--- src/rtl/core/bitmap_slot_allocator_unit_macros.svh ---
// ----------------------------------------------------------------------------
// Bitmap slot allocator assertion macros
// Shared assertion forms for the allocator RTL.
// ----------------------------------------------------------------------------
`ifndef BITMAP_SLOT_ALLOCATOR_UNIT_MACROS_SVH
`define BITMAP_SLOT_ALLOCATOR_UNIT_MACROS_SVH

// Same-cycle implication, disabled while reset is asserted.
`define BSA_ASSERT_SAME(label, clk, rstn, ante, cons, msg) \
  label: assert property (@(posedge clk) disable iff (!(rstn)) (ante) |-> (cons)) \
    else $error(msg);

// Next-cycle implication, disabled while reset is asserted.
`define BSA_ASSERT_NEXT(label, clk, rstn, ante, cons, msg) \
  label: assert property (@(posedge clk) disable iff (!(rstn)) (ante) |=> (cons)) \
    else $error(msg);

`endif

--- src/rtl/core/bsa_pkg.sv ---
// ----------------------------------------------------------------------------
// Bitmap slot allocator package
// Shared constants, request codes and controller state type.
// ----------------------------------------------------------------------------
`default_nettype none

package bsa_pkg;

  localparam int WORD_COUNT_DEF = 16;
  localparam int WORD_BITS_DEF  = 64;

  localparam int SLOT_W  = 10;
  localparam int TDATA_W = 16;

  localparam logic MODE_ALLOC = 1'b0;
  localparam logic MODE_FREE  = 1'b1;

  typedef enum logic [1:0] {
    ST_IDLE,
    ST_SPLIT,
    ST_MOD
  } bsa_state_e;

endpackage

`default_nettype wire

--- src/rtl/core/bitmap_slot_allocator_unit.sv ---
// ----------------------------------------------------------------------------
// Bitmap slot allocator
// First-free slot allocator over an occupancy bitmap held in a word memory.
// ----------------------------------------------------------------------------
// Usage: one request word enters on the s_axis channel and exactly one result
// word leaves on the m_axis channel. tuser carries the request kind: allocate
// or free. An allocate returns the lowest free slot with success set, or
// index 0 with success clear when every slot is taken. A free with a valid
// handle clears that slot and reports success only if the slot was in use.
// An allocate runs from acceptance to the result register thus: a
// per-word full-flag register picks the first non-full word in the accept
// cycle, then one read-modify-write of that memory word follows. A free
// first passes a split step that splits the slot index into word and bit.
// One request is in flight at a time: a new request is accepted only once
// the last one's result has been loaded into the result register.
// Reset empties the bitmap at once; no clearing pass is needed.
// When the receiver stalls, the next request is still accepted and worked
// on, and it waits at its final step until the result register drains.
// ----------------------------------------------------------------------------
`default_nettype none

module bitmap_slot_allocator_unit #(
  parameter int WORD_COUNT = bsa_pkg::WORD_COUNT_DEF,
  parameter int WORD_BITS  = bsa_pkg::WORD_BITS_DEF
) (
  input  wire logic                         clk_i,
  input  wire logic                         rst_ni,
  input  wire logic                         s_axis_tvalid_i,
  output      logic                         s_axis_tready_o,
  // [9:0] slot_index, [10] handle_valid, [15:11] zero
  input  wire logic [bsa_pkg::TDATA_W-1:0]  s_axis_tdata_i,
  // [0] mode
  input  wire logic                         s_axis_tuser_i,
  output      logic                         m_axis_tvalid_o,
  input  wire logic                         m_axis_tready_i,
  // [9:0] granted_index, [10] success, [15:11] zero
  output      logic [bsa_pkg::TDATA_W-1:0]  m_axis_tdata_o
);

  import bsa_pkg::*;

  localparam int AW        = (WORD_COUNT > 1) ? $clog2(WORD_COUNT) : 1;
  localparam int BW        = $clog2(WORD_BITS);
  localparam int SlotCount = WORD_COUNT * WORD_BITS;
  localparam int RecipMul  = 65536 / WORD_BITS;
  localparam int ProdW     = SLOT_W + 17;

  bsa_state_e            state_q, state_d;
  logic                  mode_q, mode_d;
  logic [SLOT_W-1:0]     slot_q, slot_d;
  logic                  hvld_q, hvld_d;
  logic [SLOT_W-1:0]     west_q, west_d;
  logic [AW-1:0]         word_q, word_d;
  logic [BW-1:0]         bit_q, bit_d;
  logic                  ok_q, ok_d;
  logic                  all_full_q, all_full_d;
  logic [WORD_COUNT-1:0] full_q, full_d;
  logic                  out_vld_q, out_vld_d;
  logic [TDATA_W-1:0]    out_data_q, out_data_d;

  logic                  accept;
  logic                  out_load;
  logic                  ram_re;
  logic [AW-1:0]         ram_raddr;
  logic [WORD_BITS-1:0]  ram_rdata;
  logic                  ram_we;
  logic [WORD_BITS-1:0]  ram_wdata;
  logic [AW-1:0]         first_free_word;
  logic [BW-1:0]         first_free_bit;
  logic [ProdW-1:0]      div_prod;
  logic [16:0]           base;
  logic [16:0]           rem;
  logic                  rem_ge;
  logic [SLOT_W-1:0]     word_fix;
  logic                  in_range;
  logic [SLOT_W-1:0]     grant_idx;

  always_comb begin
    first_free_word = '0;
    for (int i = WORD_COUNT - 1; i >= 0; i--) begin
      if (!full_q[i]) begin
        first_free_word = AW'(i);
      end
    end
  end

  always_comb begin
    first_free_bit = '0;
    for (int i = WORD_BITS - 1; i >= 0; i--) begin
      if (!ram_rdata[i]) begin
        first_free_bit = BW'(i);
      end
    end
  end

  assign accept   = s_axis_tvalid_i && s_axis_tready_o;
  assign out_load = (state_q == ST_MOD) && (!out_vld_q || m_axis_tready_i);

  assign div_prod = ProdW'(s_axis_tdata_i[SLOT_W-1:0]) * ProdW'(RecipMul);
  assign base     = 17'(west_q) * 17'(WORD_BITS);
  assign rem      = 17'(slot_q) - base;
  assign rem_ge   = rem >= 17'(WORD_BITS);
  assign word_fix = rem_ge ? (west_q + SLOT_W'(1)) : west_q;
  assign in_range = 32'(slot_q) < 32'(SlotCount);

  assign grant_idx = SLOT_W'(32'(word_q) * 32'(WORD_BITS) + 32'(first_free_bit));

  always_comb begin
    state_d    = state_q;
    mode_d     = mode_q;
    slot_d     = slot_q;
    hvld_d     = hvld_q;
    west_d     = west_q;
    word_d     = word_q;
    bit_d      = bit_q;
    ok_d       = ok_q;
    all_full_d = all_full_q;
    full_d     = full_q;
    out_vld_d  = out_vld_q;
    out_data_d = out_data_q;
    ram_re     = 1'b0;
    ram_raddr  = word_q;
    ram_we     = 1'b0;
    ram_wdata  = ram_rdata;
    s_axis_tready_o = (state_q == ST_IDLE);

    if (m_axis_tready_i) begin
      out_vld_d = 1'b0;
    end

    case (state_q)
      ST_IDLE: begin
        if (accept) begin
          mode_d     = s_axis_tuser_i;
          slot_d     = s_axis_tdata_i[SLOT_W-1:0];
          hvld_d     = s_axis_tdata_i[SLOT_W];
          west_d     = div_prod[SLOT_W+15:16];
          word_d     = first_free_word;
          all_full_d = &full_q;
          if (s_axis_tuser_i == MODE_ALLOC) begin
            ram_re    = 1'b1;
            ram_raddr = first_free_word;
            state_d   = ST_MOD;
          end else begin
            state_d = ST_SPLIT;
          end
        end
      end
      ST_SPLIT: begin
        word_d    = word_fix[AW-1:0];
        bit_d     = rem_ge ? BW'(rem - 17'(WORD_BITS)) : BW'(rem);
        ok_d      = hvld_q && in_range;
        ram_re    = 1'b1;
        ram_raddr = word_fix[AW-1:0];
        state_d   = ST_MOD;
      end
      ST_MOD: begin
        if (out_load) begin
          out_vld_d  = 1'b1;
          out_data_d = '0;
          state_d    = ST_IDLE;
          if (mode_q == MODE_ALLOC) begin
            if (!all_full_q) begin
              ram_we = 1'b1;
              ram_wdata = ram_rdata | (WORD_BITS'(1) << first_free_bit);
              full_d[word_q] = &ram_wdata;
              out_data_d[SLOT_W-1:0] = grant_idx;
              out_data_d[SLOT_W] = 1'b1;
            end
          end else begin
            if (ok_q && ram_rdata[bit_q]) begin
              ram_we = 1'b1;
              ram_wdata = ram_rdata & ~(WORD_BITS'(1) << bit_q);
              full_d[word_q] = 1'b0;
              out_data_d[SLOT_W] = 1'b1;
            end
          end
        end
      end
      default: begin
        state_d = ST_IDLE;
      end
    endcase
  end

  always_ff @(posedge clk_i or negedge rst_ni) begin
    if (!rst_ni) begin
      state_q   <= ST_IDLE;
      full_q    <= '0;
      out_vld_q <= 1'b0;
    end else begin
      state_q   <= state_d;
      full_q    <= full_d;
      out_vld_q <= out_vld_d;
    end
  end

  always_ff @(posedge clk_i) begin
    mode_q     <= mode_d;
    slot_q     <= slot_d;
    hvld_q     <= hvld_d;
    west_q     <= west_d;
    word_q     <= word_d;
    bit_q      <= bit_d;
    ok_q       <= ok_d;
    all_full_q <= all_full_d;
    out_data_q <= out_data_d;
  end

  bsa_bitmap_ram #(
    .WORD_COUNT (WORD_COUNT),
    .WORD_BITS  (WORD_BITS),
    .AW         (AW)
  ) u_ram (
    .clk_i   (clk_i),
    .rst_ni  (rst_ni),
    .re_i    (ram_re),
    .raddr_i (ram_raddr),
    .rdata_o (ram_rdata),
    .we_i    (ram_we),
    .waddr_i (word_q),
    .wdata_i (ram_wdata)
  );

  assign m_axis_tvalid_o = out_vld_q;
  assign m_axis_tdata_o  = out_data_q;

`include "bitmap_slot_allocator_unit_macros.svh"

  `BSA_ASSERT_SAME(a_write_only_at_result, clk_i, rst_ni, ram_we, out_load && (state_q == ST_MOD), "Memory write outside the result step.")
  `BSA_ASSERT_NEXT(a_alloc_reads_next, clk_i, rst_ni, accept && (s_axis_tuser_i == MODE_ALLOC), (state_q == ST_MOD) && !s_axis_tready_o, "Allocate did not move to the modify step.")
  `BSA_ASSERT_SAME(a_fail_index_zero, clk_i, rst_ni, m_axis_tvalid_o && !m_axis_tdata_o[SLOT_W], m_axis_tdata_o[SLOT_W-1:0] == '0, "Failed result carries a nonzero index.")

endmodule

`default_nettype wire

--- src/rtl/core/bsa_bitmap_ram.sv ---
// ----------------------------------------------------------------------------
// Bitmap word memory
// Single-port-write, single-read synchronous memory with per-word written
// flags, so that a word never written since reset reads as all zero.
// ----------------------------------------------------------------------------
`default_nettype none

module bsa_bitmap_ram #(
  parameter int WORD_COUNT = 16,
  parameter int WORD_BITS  = 64,
  parameter int AW         = 4
) (
  input  wire logic                  clk_i,
  input  wire logic                  rst_ni,
  input  wire logic                  re_i,
  input  wire logic [AW-1:0]         raddr_i,
  output      logic [WORD_BITS-1:0]  rdata_o,
  input  wire logic                  we_i,
  input  wire logic [AW-1:0]         waddr_i,
  input  wire logic [WORD_BITS-1:0]  wdata_i
);

  logic [WORD_BITS-1:0] mem [WORD_COUNT];
  logic [WORD_COUNT-1:0] written_q;
  logic [WORD_BITS-1:0] rdata_q;
  logic                 rvld_q;

  always_ff @(posedge clk_i) begin
    if (we_i) begin
      mem[waddr_i] <= wdata_i;
    end
    if (re_i) begin
      rdata_q <= mem[raddr_i];
    end
  end

  always_ff @(posedge clk_i or negedge rst_ni) begin
    if (!rst_ni) begin
      written_q <= '0;
      rvld_q    <= 1'b0;
    end else begin
      if (we_i) begin
        written_q[waddr_i] <= 1'b1;
      end
      if (re_i) begin
        rvld_q <= written_q[raddr_i];
      end
    end
  end

  assign rdata_o = rvld_q ? rdata_q : '0;

endmodule

`default_nettype wire
--- config.mk ---
export PLATFORM = sky130hd
export DESIGN_NAME = bitmap_slot_allocator_unit
export DESIGN_NICKNAME = d
export VERILOG_FILES = /design/src/rtl/core/bsa_pkg.sv /design/src/rtl/core/bitmap_slot_allocator_unit.sv /design/src/rtl/core/bsa_bitmap_ram.sv
export VERILOG_INCLUDE_DIRS = /design/src /design/src/rtl/core
export SDC_FILE = /design/constraint.sdc
export NUM_CORES = 2
export LEC_CHECK = 0
export ABC_CLOCK_PERIOD_IN_PS = 19500
export BUFFER_PORTS_ARGS = -buffer_cell sky130_fd_sc_hd__buf_2
export CORE_ASPECT_RATIO = 1.1
export CORE_MARGIN = 4
export CORE_UTILIZATION = 35
export DETAILED_ROUTE_END_ITERATION = 8
export PLACE_DENSITY_LB_ADDON = 0.2
export REMOVE_ABC_BUFFERS = 1
export SLEW_MARGIN = 20
export SYNTH_ARGS = -nofsm -noshare
export SYNTH_HDL_FRONTEND = slang
export SYNTH_SLANG_ARGS = --single-unit
--- constraint.sdc ---
create_clock -name clk_i -period 19.5 [get_ports clk_i]
set_input_delay 1.95 -clock clk_i [delete_from_list [all_inputs] [get_ports clk_i]]
set_output_delay 1.95 -clock clk_i [all_outputs]
set_load 0.01 [all_outputs]
==> impl_metrics.toml <==
[outcome]
status = "finished clean"

[worst_hold_path]
whs_path_depth = 0
class_of_the_tightest_hold_or_removal_check = "flip-flop to flip-flop"
worst_min_delay_path_endpoint = "bit_q[0]$_DFFE_PP_"
hold_start = "slot_q[0]$_DFFE_PP_"

[final_layout]
final_layout_size_suffix_gt1_share_pct = 10.8
area_growth_pct = 12.3
fillCellCount = 12989
nNetsFinal = 3743
multi_input_comb_area_um2 = 13900
ff_latch_area_um2 = 34600

[critical_path]
regToRegSetupSlack_ns = 13.18
cp_slowest_cell = "dfrtp_4"
worst_r2r_startpoint = "u_ram.rvld_q$_DFFE_PN0P_"
cp_cell_sequence = "buf_4 > nand2_1 > a21bo_2 > a221oi_1 > a311oi_1 > o21ai_0 > a31oi_1 > nor2_1 > nor2_1 > inv_1 > nand4_1 > nor2_4 > buf_4 > buf_4"
ff2ff_path_depth = 14
critPathMaxStageDelay_ns = 0.71
path_common_cell = "buf_4"
end_kind = "flip-flop"
startpoint_type = "flip-flop"
path_max_fanout = 73
worstPathRequired_ns = 19.85
critPathKind = "flip-flop to flip-flop"
terminus_of_the_critical_flop_to_flop_path = "u_ram.mem[15][28]$_DFFE_PP_"
worst-endpoint-arrival_ns = 6.66

[power]
static-leakage-power_uw = 0.0176
max-vdd-ir-drop_mv = 0.155
power.density_cell_area_nw_per_um2 = 145
finalPower_uw = 8070

[clock_tree]
clk_lat_worst_skew_ns = 0.74
cts.htree.levels = 3
clock-root-buffer = "clkbuf_16"
cts-resized-gates = 0
cts_hold_buf = 0
cts.reportedPaths.clkPinSlew_ns = 0.06
number_of_buffers_inserted_to_repair_setup_after_cts = 0
cts_tree = "yes"
clkSinkCount = 1159
clk_path_buf_depth = 3
tritoncts.num_buffers = 114

[sta]
finalSetupViolCount = 0
final.min_clock_period_ns = 6.32
final.setup.tns_ns = 0
fin_skew_ns = 0.0237
slew_headroom_pct = 20.7
min_period_over_period_pct = 32.4
final_hold_slack_ns = 0.421
hold_viol_final = 0
report.final.slew_viol_count = 0
tightest_pin_transition_ns = 1.19
rsz_0062_raised_after_global_routing = "no"
fmaxAchievable_mhz = 158

[placed_design]
place.port_buffers = 28
gpl.final_weighted_congestion = 0.971
dp_hpwl_um = 79800

[route]
post_drt_via_cell_ratio = 5.62
drtIter0Drc = 3317
drc = 0
detailedRoute.firstPassIterationCount = 6
vias = 31712
routed_antenna_nets = 0
drt-wirelength-per-cell_um = 25.6
drt-total-wl_um = 144000

[die]
ios = 39
die_extent_in_x_um = 367
rows = 144
core_um2 = 140000
dieHeight_um = 402
start_util_pct = 35.3
die-area_um2 = 147000

[synthesis]
yosysWarnings = 0
share_of_synthesized_area_occupied_by_flip_flops_and_latches_pct = 70.0
syn-mean-instance-area_um2 = 13.2
async_set_reset_flop_share_out_of_synthesis_pct = 3.11
netlist_area_um2 = 49500
post_synthesis_instance_total = 3747
number_of_synthesized_flops_with_an_enable_pin = 1123
synth_seq_cells = 1159
synth.distinct_cells = 89
main_flop_type_after_synthesis = "edfxtp_1"

[grt]
grt_max_degree = 191
global_route_wire_length_before_repair_um = 211000
grt_antenna_before_repair = 2
grt_use_met3_pct = 2.33
grt.total_usage_pct = 19.1
top_usage_layer = "met2"
use_met2_pct = 31.1
grt_use_met1_pct = 26.6
globalRoute.totalOverflow = 0
first_global_vias = 30681

[flow_run]
drv_cap = 0
-- cell usage after synthesis, drive strengths merged (4+ instances only) --
cell type  instances  share of area, %
nand2b            25              0.32
nor2              86              0.65
dfrtp             36               1.8
nor3              23              0.29
a31o               6              0.11
nand4             19              0.27
a31oi            150               1.9
a21boi            11              0.17
and2             288               3.7
a32oi              9              0.16
a221oi             6              0.11
o31ai             19              0.42
or4                6             0.099
a22oi             44              0.68
nand2            637               4.8
nor4              21              0.40
edfxtp          1123                68
nor2b             12              0.15
mux2               6              0.14
mux4              13              0.59
a211oi           328               5.0
a21oi            211               2.1
or2               21              0.27
a311oi           136               2.4
o21ai             45              0.46
buf               32              0.39
o211ai             8              0.12
o211a              5              0.10
o22ai              4             0.063
nand3             61              0.74
a21o               7              0.11
clkbuf           248               1.9
inv               28              0.21
and3              19              0.24
o221ai             4             0.071
-- sequential cells by signal, indices dropped and copies added (netlist names), 2 cells and up --
| register | count |
|---|---|
| u_ram.mem | 1024 |
| u_ram.rdata_q | 64 |
| full_q | 16 |
| u_ram.written_q | 16 |
| m_axis_tdata_o | 11 |
| slot_q | 10 |
| bit_q | 6 |
| word_q | 4 |
| state_q | 2 |
-- through the flow --
step           area, um^2  instances  utilization [%]  setup WS (ns)
6_report            55600       5639             39.6          13.18
5_1_grt             55500       5638             39.6          12.80
4_1_cts             55500       5637             39.5          13.19
3_5_place_dp        51900       5430             37.0          12.62
3_3_place_gp        51800       5428             36.9          12.54
2_1_floorplan       48400       3471                -          -9.03
-- cell type report --
cell class	instances	area share, %
tap	1825	4.11
clock inverter	59	0.968
antenna	1	0.00450
multi-input combinational	2283	25.1
clock buffer	148	5.55
sequential	1159	62.3
inverter	29	0.198
timing repair buffer	135	1.78
-- logic make-up after synthesis --
| logic type | share of synthesized area [%] |
|---|---|
| flops | 70.0 |
| other cells | 0.00758 |
| mux | 0.776 |
| buf+inv | 2.49 |
| compound gates | 14.6 |
| simple gates | 12.2 |
-- worst max-delay path by stage --
stage                                         from  cells past startpoint  slack, ns                           to
after global routing      u_ram.rvld_q$_DFFE_PN0P_                     14      12.80  u_ram.mem[15][28]$_DFFE_PP_
after detailed placement           s_axis_tvalid_i                     13      12.62  u_ram.rdata_q[25]$_DFFE_PP_
final                     u_ram.rvld_q$_DFFE_PN0P_                     14      13.18  u_ram.mem[15][28]$_DFFE_PP_
after floorplan                    s_axis_tvalid_i                      8      -9.03     u_ram.rvld_q$_DFFE_PN0P_
after global placement             s_axis_tvalid_i                     13      12.54  u_ram.rdata_q[25]$_DFFE_PP_
after CTS                 u_ram.rvld_q$_DFFE_PN0P_                     14      13.19  u_ram.mem[15][28]$_DFFE_PP_
-- power by group --
group,leakage [uW],switching (uW),internal [uW],total (uW)
registers,0.0107,205,3140,3350
clock network,0.00177,922,1230,2150
logic,0.00515,1810,762,2570
-- metal layers --
layer  vias to the layer above  wire length [um]
li1                      14418                 -
met1                     16029             64100
met2                      1020             68100
met3                       245              7760
met4                         0              4360
met5                         -                 0
-- cell usage in the layout, fill, tap and decap left out, drive strengths merged, types with 8 or more instances in the layout --
master     n
a22oi     44
or2       21
inv       32
mux4      13
bufinv     9
dfrtp     36
clkinv    45
o211ai     8
a211oi   328
o21ai     45
nor3      23
nand2b    25
a31oi    150
and2     288
nor2      86
and3      19
nand4     19
clkbuf   149
nor4      21
a311oi   136
nand2    637
o31ai     19
a32oi      9
edfxtp  1123
buf      134
a21oi    211
nor2b     12
a21boi    11
nand3     61
-- worst max-delay path: cells and delay by family (launching register included) --
family                 cells  cell delay, ns
buffers and inverters      4            2.16
flip-flops                 1            0.71
AO/OA/AOI/OAI              5            1.24
AND/OR/NAND/NOR            5            1.66
Power figures use the tool's default switching activity.
